File: config.mk
export PLATFORM = sky130hd
export DESIGN_NAME = integer_gcd_lcm_unit_top
export DESIGN_NICKNAME = d
export VERILOG_FILES = /design/src/rtl/glcm_pkg.sv /design/src/rtl/glcm_ctrl.sv /design/src/rtl/glcm_dp.sv /design/src/rtl/integer_gcd_lcm_unit_top.sv
export SDC_FILE = /design/constraint.sdc
export NUM_CORES = 1
export LEC_CHECK = 0
export ABC_AREA = 1
export BUFFER_PORTS_ARGS = -buffer_cell sky130_fd_sc_hd__buf_2
export CAP_MARGIN = 20
export CORE_AREA = 4 4 159 237
export CTS_BUF_LIST = sky130_fd_sc_hd__clkbuf_16
export CTS_CLUSTER_SIZE = 10
export DETAILED_ROUTE_END_ITERATION = 10
export DIE_AREA = 0 0 163 241
export MAX_ROUTING_LAYER = met4
export PLACE_DENSITY = 0.82
export SYNTH_ARGS = -nofsm -noshare
export SYNTH_HDL_FRONTEND = slang
export SYNTH_SLANG_ARGS = --single-unit
File: constraint.sdc
create_clock -name clk -period 5.5 [get_ports clk]
set_input_delay 0.55 -clock clk [delete_from_list [all_inputs] [get_ports clk]]
set_output_delay 0.55 -clock clk [all_outputs]
set_load 0.05 [all_outputs]
File: src/rtl/glcm_pkg.sv
// ----------------------------------------------------------------------------
// glcm_pkg
// Shared types, step addresses and the microcode program of the gcd/lcm unit.
// ----------------------------------------------------------------------------
package glcm_pkg;

	localparam int PC_BITS = 4;

	typedef enum logic [3:0] {
		OP_NOP,
		OP_LOAD,
		OP_DIV_INIT_E,
		OP_DIV_INIT_L,
		OP_DIV_STEP,
		OP_SWAP,
		OP_MUL_INIT,
		OP_MUL_STEP,
		OP_PUT_PROD,
		OP_PUT_GCD,
		OP_PUT_ZERO,
		OP_PUT_OVF
	} op_t;

	typedef enum logic [3:0] {
		C_NONE,
		C_ALWAYS,
		C_IN_EMPTY,
		C_LCM_ZERO,
		C_Y_ZERO,
		C_MORE,
		C_OVF,
		C_GCD_OP,
		C_OUT_BUSY
	} cond_t;

	typedef struct packed {
		op_t                op;
		cond_t              cond;
		logic [PC_BITS-1:0] target;
		logic               last;
	} ctrl_word_t;

	typedef struct packed {
		logic lcm_zero;
		logic y_zero;
		logic more;
		logic ovf;
		logic gcd_op;
	} flags_t;

	localparam logic [PC_BITS-1:0] A_IDLE     = 4'd0;
	localparam logic [PC_BITS-1:0] A_CHECK    = 4'd1;
	localparam logic [PC_BITS-1:0] A_EUCLID   = 4'd2;
	localparam logic [PC_BITS-1:0] A_EDIV_INI = 4'd3;
	localparam logic [PC_BITS-1:0] A_EDIV     = 4'd4;
	localparam logic [PC_BITS-1:0] A_SWAP     = 4'd5;
	localparam logic [PC_BITS-1:0] A_GDONE    = 4'd6;
	localparam logic [PC_BITS-1:0] A_SELECT   = 4'd7;
	localparam logic [PC_BITS-1:0] A_LDIV_INI = 4'd8;
	localparam logic [PC_BITS-1:0] A_LDIV     = 4'd9;
	localparam logic [PC_BITS-1:0] A_MUL_INI  = 4'd10;
	localparam logic [PC_BITS-1:0] A_MUL      = 4'd11;
	localparam logic [PC_BITS-1:0] A_PUT_PROD = 4'd12;
	localparam logic [PC_BITS-1:0] A_PUT_GCD  = 4'd13;
	localparam logic [PC_BITS-1:0] A_PUT_ZERO = 4'd14;
	localparam logic [PC_BITS-1:0] A_PUT_OVF  = 4'd15;

	function automatic ctrl_word_t rom(input logic [PC_BITS-1:0] addr);
		ctrl_word_t w;
		w = '{op: OP_NOP, cond: C_NONE, target: A_IDLE, last: 1'b1};
		case (addr)
			A_IDLE:     w = '{op: OP_LOAD,       cond: C_IN_EMPTY, target: A_IDLE,     last: 1'b0};
			A_CHECK:    w = '{op: OP_NOP,        cond: C_LCM_ZERO, target: A_PUT_ZERO, last: 1'b0};
			A_EUCLID:   w = '{op: OP_NOP,        cond: C_Y_ZERO,   target: A_GDONE,    last: 1'b0};
			A_EDIV_INI: w = '{op: OP_DIV_INIT_E, cond: C_NONE,     target: A_IDLE,     last: 1'b0};
			A_EDIV:     w = '{op: OP_DIV_STEP,   cond: C_MORE,     target: A_EDIV,     last: 1'b0};
			A_SWAP:     w = '{op: OP_SWAP,       cond: C_ALWAYS,   target: A_EUCLID,   last: 1'b0};
			A_GDONE:    w = '{op: OP_NOP,        cond: C_OVF,      target: A_PUT_OVF,  last: 1'b0};
			A_SELECT:   w = '{op: OP_NOP,        cond: C_GCD_OP,   target: A_PUT_GCD,  last: 1'b0};
			A_LDIV_INI: w = '{op: OP_DIV_INIT_L, cond: C_NONE,     target: A_IDLE,     last: 1'b0};
			A_LDIV:     w = '{op: OP_DIV_STEP,   cond: C_MORE,     target: A_LDIV,     last: 1'b0};
			A_MUL_INI:  w = '{op: OP_MUL_INIT,   cond: C_NONE,     target: A_IDLE,     last: 1'b0};
			A_MUL:      w = '{op: OP_MUL_STEP,   cond: C_MORE,     target: A_MUL,      last: 1'b0};
			A_PUT_PROD: w = '{op: OP_PUT_PROD,   cond: C_OUT_BUSY, target: A_PUT_PROD, last: 1'b1};
			A_PUT_GCD:  w = '{op: OP_PUT_GCD,    cond: C_OUT_BUSY, target: A_PUT_GCD,  last: 1'b1};
			A_PUT_ZERO: w = '{op: OP_PUT_ZERO,   cond: C_OUT_BUSY, target: A_PUT_ZERO, last: 1'b1};
			A_PUT_OVF:  w = '{op: OP_PUT_OVF,    cond: C_OUT_BUSY, target: A_PUT_OVF,  last: 1'b1};
			default:    w = '{op: OP_NOP,        cond: C_NONE,     target: A_IDLE,     last: 1'b1};
		endcase
		return w;
	endfunction

endpackage

File: src/rtl/glcm_ctrl.sv
// ----------------------------------------------------------------------------
// glcm_ctrl
// Step counter and microcode table; picks the next step from the jump condition.
// ----------------------------------------------------------------------------
module glcm_ctrl (
	input  logic             clk,
	input  logic             arst_n,
	input  glcm_pkg::flags_t flags,
	input  logic             in_valid,
	input  logic             out_busy,
	output glcm_pkg::op_t    op,
	output logic             idle
);

	logic [glcm_pkg::PC_BITS-1:0] pc_q;
	glcm_pkg::ctrl_word_t         word;
	logic                         taken;

	assign word = glcm_pkg::rom(pc_q);
	assign op   = word.op;
	assign idle = (pc_q == glcm_pkg::A_IDLE);

	always_comb begin
		case (word.cond)
			glcm_pkg::C_NONE:     taken = 1'b0;
			glcm_pkg::C_ALWAYS:   taken = 1'b1;
			glcm_pkg::C_IN_EMPTY: taken = !in_valid;
			glcm_pkg::C_LCM_ZERO: taken = flags.lcm_zero;
			glcm_pkg::C_Y_ZERO:   taken = flags.y_zero;
			glcm_pkg::C_MORE:     taken = flags.more;
			glcm_pkg::C_OVF:      taken = flags.ovf;
			glcm_pkg::C_GCD_OP:   taken = flags.gcd_op;
			glcm_pkg::C_OUT_BUSY: taken = out_busy;
			default:              taken = 1'b0;
		endcase
	end

	always_ff @(posedge clk or negedge arst_n) begin
		if (!arst_n) begin
			pc_q <= glcm_pkg::A_IDLE;
		end else if (taken) begin
			pc_q <= word.target;
		end else if (word.last) begin
			pc_q <= glcm_pkg::A_IDLE;
		end else begin
			pc_q <= pc_q + 1'b1;
		end
	end

endmodule

File: src/rtl/glcm_dp.sv
// ----------------------------------------------------------------------------
// glcm_dp
// Datapath: operand magnitudes, euclid registers, bit-serial divider and
// shift-add multiplier, all stepped by the microcode operation.
// ----------------------------------------------------------------------------
module glcm_dp #(
	parameter int N = 32
) (
	input  logic             clk,
	input  glcm_pkg::op_t    op,
	input  logic             operation,
	input  logic [31:0]      operand_a,
	input  logic [31:0]      operand_b,
	output glcm_pkg::flags_t flags,
	output logic [62:0]      result,
	output logic             result_ovf
);

	localparam int CW = $clog2(N + 1);

	logic [N-1:0]   raw_a;
	logic [N-1:0]   raw_b;
	logic [N-1:0]   mag_a;
	logic [N-1:0]   mag_b;
	logic [N-1:0]   ma_q;
	logic [N-1:0]   mb_q;
	logic [N-1:0]   x_q;
	logic [N-1:0]   y_q;
	logic           lcm_q;
	logic [N-1:0]   quo_q;
	logic [N-1:0]   rem_q;
	logic [N-1:0]   div_q;
	logic [CW-1:0]  cnt_q;
	logic [2*N-1:0] prod_q;
	logic [N:0]     trial;
	logic [N:0]     diff;
	logic           fits;
	logic [N:0]     sum;

	assign raw_a = operand_a[N-1:0];
	assign raw_b = operand_b[N-1:0];
	assign mag_a = raw_a[N-1] ? (~raw_a + 1'b1) : raw_a;
	assign mag_b = raw_b[N-1] ? (~raw_b + 1'b1) : raw_b;

	// restoring division, one quotient bit per step
	assign trial = {rem_q, quo_q[N-1]};
	assign diff  = trial - {1'b0, div_q};
	assign fits  = (trial >= {1'b0, div_q});

	// shift-add multiply, multiplier in the low half of the product
	assign sum = {1'b0, prod_q[2*N-1:N]} + (prod_q[0] ? {1'b0, quo_q} : {(N+1){1'b0}});

	assign flags.lcm_zero = lcm_q && ((ma_q == '0) || (mb_q == '0));
	assign flags.y_zero   = (y_q == '0);
	assign flags.more     = (cnt_q != CW'(1));
	assign flags.ovf      = x_q[N-1];
	assign flags.gcd_op   = !lcm_q;

	always_comb begin
		case (op)
			glcm_pkg::OP_PUT_PROD: result = 63'(prod_q);
			glcm_pkg::OP_PUT_GCD:  result = 63'(x_q);
			default:               result = '0;
		endcase
	end

	assign result_ovf = (op == glcm_pkg::OP_PUT_OVF);

	always_ff @(posedge clk) begin
		case (op)
			glcm_pkg::OP_LOAD: begin
				ma_q  <= mag_a;
				mb_q  <= mag_b;
				x_q   <= mag_a;
				y_q   <= mag_b;
				lcm_q <= operation;
			end
			glcm_pkg::OP_DIV_INIT_E: begin
				quo_q <= x_q;
				div_q <= y_q;
				rem_q <= '0;
				cnt_q <= CW'(N);
			end
			glcm_pkg::OP_DIV_INIT_L: begin
				quo_q <= ma_q;
				div_q <= x_q;
				rem_q <= '0;
				cnt_q <= CW'(N);
			end
			glcm_pkg::OP_DIV_STEP: begin
				rem_q <= fits ? diff[N-1:0] : trial[N-1:0];
				quo_q <= {quo_q[N-2:0], fits};
				cnt_q <= cnt_q - 1'b1;
			end
			glcm_pkg::OP_SWAP: begin
				x_q <= y_q;
				y_q <= rem_q;
			end
			glcm_pkg::OP_MUL_INIT: begin
				prod_q <= {{N{1'b0}}, mb_q};
				cnt_q  <= CW'(N);
			end
			glcm_pkg::OP_MUL_STEP: begin
				prod_q <= {sum, prod_q[N-1:1]};
				cnt_q  <= cnt_q - 1'b1;
			end
			default: begin
			end
		endcase
	end

endmodule

File: src/rtl/integer_gcd_lcm_unit_top.sv
// ----------------------------------------------------------------------------
// integer_gcd_lcm_unit_top
// Greatest common divisor or least common multiple of two signed operands.
// ----------------------------------------------------------------------------
// input channel: in_valid/in_stall with operation, operand_a, operand_b; only
// the low OPERAND_BITS bits of each operand are used, sign from the top one.
// output channel: out_valid/out_stall with value and status (overflow when the
// gcd is 2^(OPERAND_BITS-1); value is then 0).
// one transaction is worked on at a time. a microcode sequencer steps a
// bit-serial divider and a shift-add multiplier. gcd runs euclid remainder
// steps until the remainder is zero; lcm then divides the first magnitude by
// the gcd and multiplies the quotient by the second magnitude. a zero operand
// in lcm gives 0 without any euclid steps, and an overflow skips the division
// and multiplication of lcm.
// the next transaction is taken in the cycle after a result is written to the
// output register, even while that result still waits on out_stall; a result
// that cannot be written holds the sequencer at its final step.
// reset clears the sequencer and the output valid; no result is pending.
// ----------------------------------------------------------------------------
module integer_gcd_lcm_unit_top #(
	parameter int OPERAND_BITS = 32
) (
	input  logic        clk,
	input  logic        arst_n,
	input  logic        in_valid,
	output logic        in_stall,
	input  logic        operation,
	input  logic [31:0] operand_a,
	input  logic [31:0] operand_b,
	output logic        out_valid,
	input  logic        out_stall,
	output logic [62:0] value,
	output logic        status
);

	glcm_pkg::op_t    op;
	glcm_pkg::flags_t flags;
	logic             idle;
	logic             out_busy;
	logic             put;
	logic [62:0]      result;
	logic             result_ovf;
	logic             out_valid_q;
	logic [62:0]      value_q;
	logic             status_q;

	assign out_busy = out_valid_q && out_stall;
	assign put = !out_busy && ((op == glcm_pkg::OP_PUT_PROD) || (op == glcm_pkg::OP_PUT_GCD)
		|| (op == glcm_pkg::OP_PUT_ZERO) || (op == glcm_pkg::OP_PUT_OVF));

	glcm_ctrl u_ctrl (
		.clk      (clk),
		.arst_n   (arst_n),
		.flags    (flags),
		.in_valid (in_valid),
		.out_busy (out_busy),
		.op       (op),
		.idle     (idle)
	);

	glcm_dp #(
		.N (OPERAND_BITS)
	) u_dp (
		.clk        (clk),
		.op         (op),
		.operation  (operation),
		.operand_a  (operand_a),
		.operand_b  (operand_b),
		.flags      (flags),
		.result     (result),
		.result_ovf (result_ovf)
	);

	always_ff @(posedge clk or negedge arst_n) begin
		if (!arst_n) begin
			out_valid_q <= 1'b0;
		end else if (put) begin
			out_valid_q <= 1'b1;
		end else if (!out_stall) begin
			out_valid_q <= 1'b0;
		end
	end

	always_ff @(posedge clk) begin
		if (put) begin
			value_q  <= result;
			status_q <= result_ovf;
		end
	end

	assign in_stall  = !idle;
	assign out_valid = out_valid_q;
	assign value     = value_q;
	assign status    = status_q;

`ifndef ASSERT_OFF
	a_accept_then_busy: assert property (@(posedge clk) disable iff (!arst_n)
		in_valid && !in_stall |=> in_stall)
		else $error("sequencer took a transaction but did not go busy");

	a_ovf_zero_value: assert property (@(posedge clk) disable iff (!arst_n)
		out_valid && status |-> value == 63'd0)
		else $error("overflow result carries a nonzero value");

	a_rise_back_idle: assert property (@(posedge clk) disable iff (!arst_n)
		$rose(out_valid) |-> !in_stall)
		else $error("sequencer not idle after writing a result");
`endif

endmodule
==> results.json <==
{
  "synth_cell_types": 45,
  "viasPerCell": 5.63,
  "first_pass_iters": 6,
  "worstPathRequired_ps": 5670,
  "grt_pass1_wl_mm": 98.1,
  "dieArea_sq_mm": 0.0393,
  "synth.avg_cell_area_sq_um": 8.13,
  "powerDensity_mw_per_mm2": 675,
  "totalWireLength_mm": 65.2,
  "gp_congestion": 1.00,
  "ys.warnings.count": 0,
  "io_buffers": 134,
  "status": "finished, final reports clean",
  "cp_num_cells": 10,
  "overflow": 0,
  "seqCellArea_sq_mm": 0.0109,
  "cpLargestDelayFamily": "buffers and inverters",
  "dp_hpwl_mm": 50.3,
  "clockBufferDepth": 3,
  "layout-drive-gt1-share_pct": 8.29,
  "cts_root_buffer": "clkbuf_16",
  "ant_nets": 0,
  "cp-start-kind": "register",
  "synth-seq-cells": 364,
  "crit_path_frequent_cell": "inv_1",
  "grt_max_degree": 83,
  "std_cell_rows": 85,
  "area_growth_pct": 10.6,
  "reg2reg_depth": 10,
  "cp_data_arrival_time_ps": 3970,
  "ios": 135,
  "drc": 0,
  "die_h_microns": 241,
  "syn-cell-area_sq_mm": 0.0218,
  "syn-num-nets": 2831,
  "rsz0062_at_grt": "no",
  "holdPathStages": 1,
  "first_global_vias": 18520,
  "numClockSinks": 364,
  "drv_slew": 0,
  "drt-wirelength-per-cell_microns": 19.7,
  "die_w_microns": 163,
  "period_needed_ps": 3800,
  "setup_viol": 0,
  "hold_path.class": "input pin to register",
  "cp_max_fo": 64,
  "vias": 18594,
  "antenna_found_initial": 4,
  "holdWs_ps": 173,
  "multi_input_area_sq_mm": 0.00900,
  "fin_nets": 2958,
  "p_leak_nw": 11.2,
  "synth_cells": 2683,
  "grtUsageTotal_pct": 33.6,
  "cap_viol_max_count": 0,
  "setup_tns_ps": 0,
  "synth_seq_area_share_pct": 50.0,
  "numCtsBuffers": 42,
  "drtIter0Drc": 1909,
  "nFillCells": 3009,
  "skew_ps": 14.0,
  "post-route-period-util_pct": 69.1,
  "critPathSlowestCell": "buf_4",
  "max_freq_mhz": 263,
  "initial_core_util_pct": 61.1,
  "path_clk_slew_ps": 60,
  "post-cts-setup-buffers": 0,
  "path_buf_inv": 5,
  "hold_viol": 0,
  "relSlewSlack_pct": 29.2,
  "ir_drop_v": 0.000434,
  "core_region_area_sq_mm": 0.0357,
  "worstMarginPinSlew_ps": 1060,
  "htree_levels": 2,
  "worst_skew_pair.late_latency_ps": 550,
  "cts_resized": 0,
  "end_kind": "register",
  "tritoncts": "done",
  "power_mw": 16.3,
  "cpPeakStageDelay_ps": 700,
  "cp_cell_sequence": "inv_1, ha_1, inv_1, a21boi_1, nand2_1, nor2_4, buf_4, inv_1, nand2_2, buf_4",
  "worstSetupPathType": "register to register"
}
## layout make-up
class	instances	area share, %
flip-flops and latches	364	45.2
clock buffers	43	4.46
multi-input cells	1819	37.3
clock inverters	12	0.275
diodes	5	0.0519
repair buffers	152	3.54
inverters	431	6.71
well taps	478	2.48
## path summary, 6_finish.rpt
path,start,endpoint,slack (ps)
max,u_ctrl.pc_q[0],u_dp.rem_q[2],1700
min,operation,u_dp.lcm_q,170
max reg2reg,u_ctrl.pc_q[0],u_dp.rem_q[2],1700
min reg2reg,out_valid,out_valid,500
max in group asynchronous,arst_n,out_valid,4990
min in group asynchronous,arst_n,u_ctrl.pc_q[1],360
## cell families (layout without fill, tap and decap cells)
| family | Yosys count | in the layout | synth area share [%] |
|---|---|---|---|
| AO/OA/AOI/OAI | 339 | 339 | 8.91 |
| XOR/XNOR | 66 | 66 | 2.65 |
| adder cells (fa/ha/maj) | 79 | 79 | 4.60 |
| buffers and inverters | 500 | 638 | 8.96 |
| flip-flops | 364 | 364 | 50.0 |
| other | 0 | 5 | 0 |
| AND/OR/NAND/NOR | 1335 | 1335 | 24.9 |
## cell usage in the layout (no fill, tap or decap), drive strengths merged, types with 33 or more instances in the layout
cell type / instances
nand2: 807
clkbuf: 43
nand3: 111
nor2: 321
o21ai: 139
o22ai: 33
buf: 151
ha: 77
xor2: 55
inv: 440
a21oi: 98
edfxtp: 359
## state kept, by name, indices dropped and copies added (netlist names)
signal / flops
u_dp.prod_q: 64
value: 63
u_dp.div_q: 32
u_dp.ma_q: 32
u_dp.mb_q: 32
u_dp.quo_q: 32
u_dp.rem_q: 32
u_dp.x_q: 32
u_dp.y_q: 32
u_dp.cnt_q: 6
u_ctrl.pc_q: 4
out_valid: 1
status: 1
u_dp.lcm_q: 1
## power by group
group / total, mW / leakage [nW] / switching (mW) / internal [mW]
Sequential: 5.52 / 3.47 / 0.585 / 4.93
Combinational: 8.29 / 7.19 / 5.98 / 2.31
Clock: 2.46 / 0.594 / 1.07 / 1.39
## synthesized netlist by cell type, drive strengths merged
cell type / number / share of area [%]
and2: 5 / 0.14
o21ai: 139 / 3.2
buf: 43 / 1.1
a32oi: 1 / 0.040
nand4: 32 / 0.92
nor3b: 1 / 0.034
nand3: 111 / 2.6
a31oi: 5 / 0.14
ha: 77 / 4.4
or2: 8 / 0.23
o21bai: 10 / 0.40
dfrtp: 5 / 0.57
nor4: 5 / 0.14
xnor2: 11 / 0.44
a21boi: 1 / 0.034
clkbuf: 26 / 0.45
o221ai: 15 / 0.60
and3: 1 / 0.029
a21o: 8 / 0.28
clkinv: 1 / 0.017
nor2: 321 / 5.7
o22ai: 33 / 0.95
nand3b: 13 / 0.45
nand2: 807 / 14
a221oi: 1 / 0.040
inv: 430 / 7.4
o211ai: 20 / 0.69
xor2: 55 / 2.2
fa: 2 / 0.18
nor3: 31 / 0.71
o21a: 8 / 0.28
edfxtp: 359 / 49
a21oi: 98 / 2.3
## routing by layer
| layer | global-route usage (%) | up-vias | share of wire (%) | wire length, microns |
|---|---|---|---|---|
| met3 | 3.83 | 206 | 6.2 | 4040 |
| met1 | 36.3 | 8600 | 36 | 23200 |
| met2 | 60.2 | 796 | 52 | 33800 |
| met5 | - | - | 0 | 0 |
| met4 | 18.2 | 0 | 6.3 | 4110 |
| li1 | - | 8992 | - | - |
## stage by stage
step | worst slack [ps] | instances | util, % | cell area (sq um)
2_1_floorplan | 434 | 2683 | - | 21800
3_3_place_gp | 1750 | 3240 | 64.1 | 22900
3_5_place_dp | 1700 | 3241 | 64.1 | 22900
4_1_cts | 1670 | 3297 | 67.3 | 24100
5_1_grt | 1420 | 3303 | 67.5 | 24100
6_report | 1700 | 3304 | 67.5 | 24100
## what timing repair did
item / 4_1_cts / 5_1_grt
hold endpoints to repair: 5 / 0
setup endpoints to repair: 0 / 0
hold buffers: 1 / 0
(Power assumes the default switching activity.)
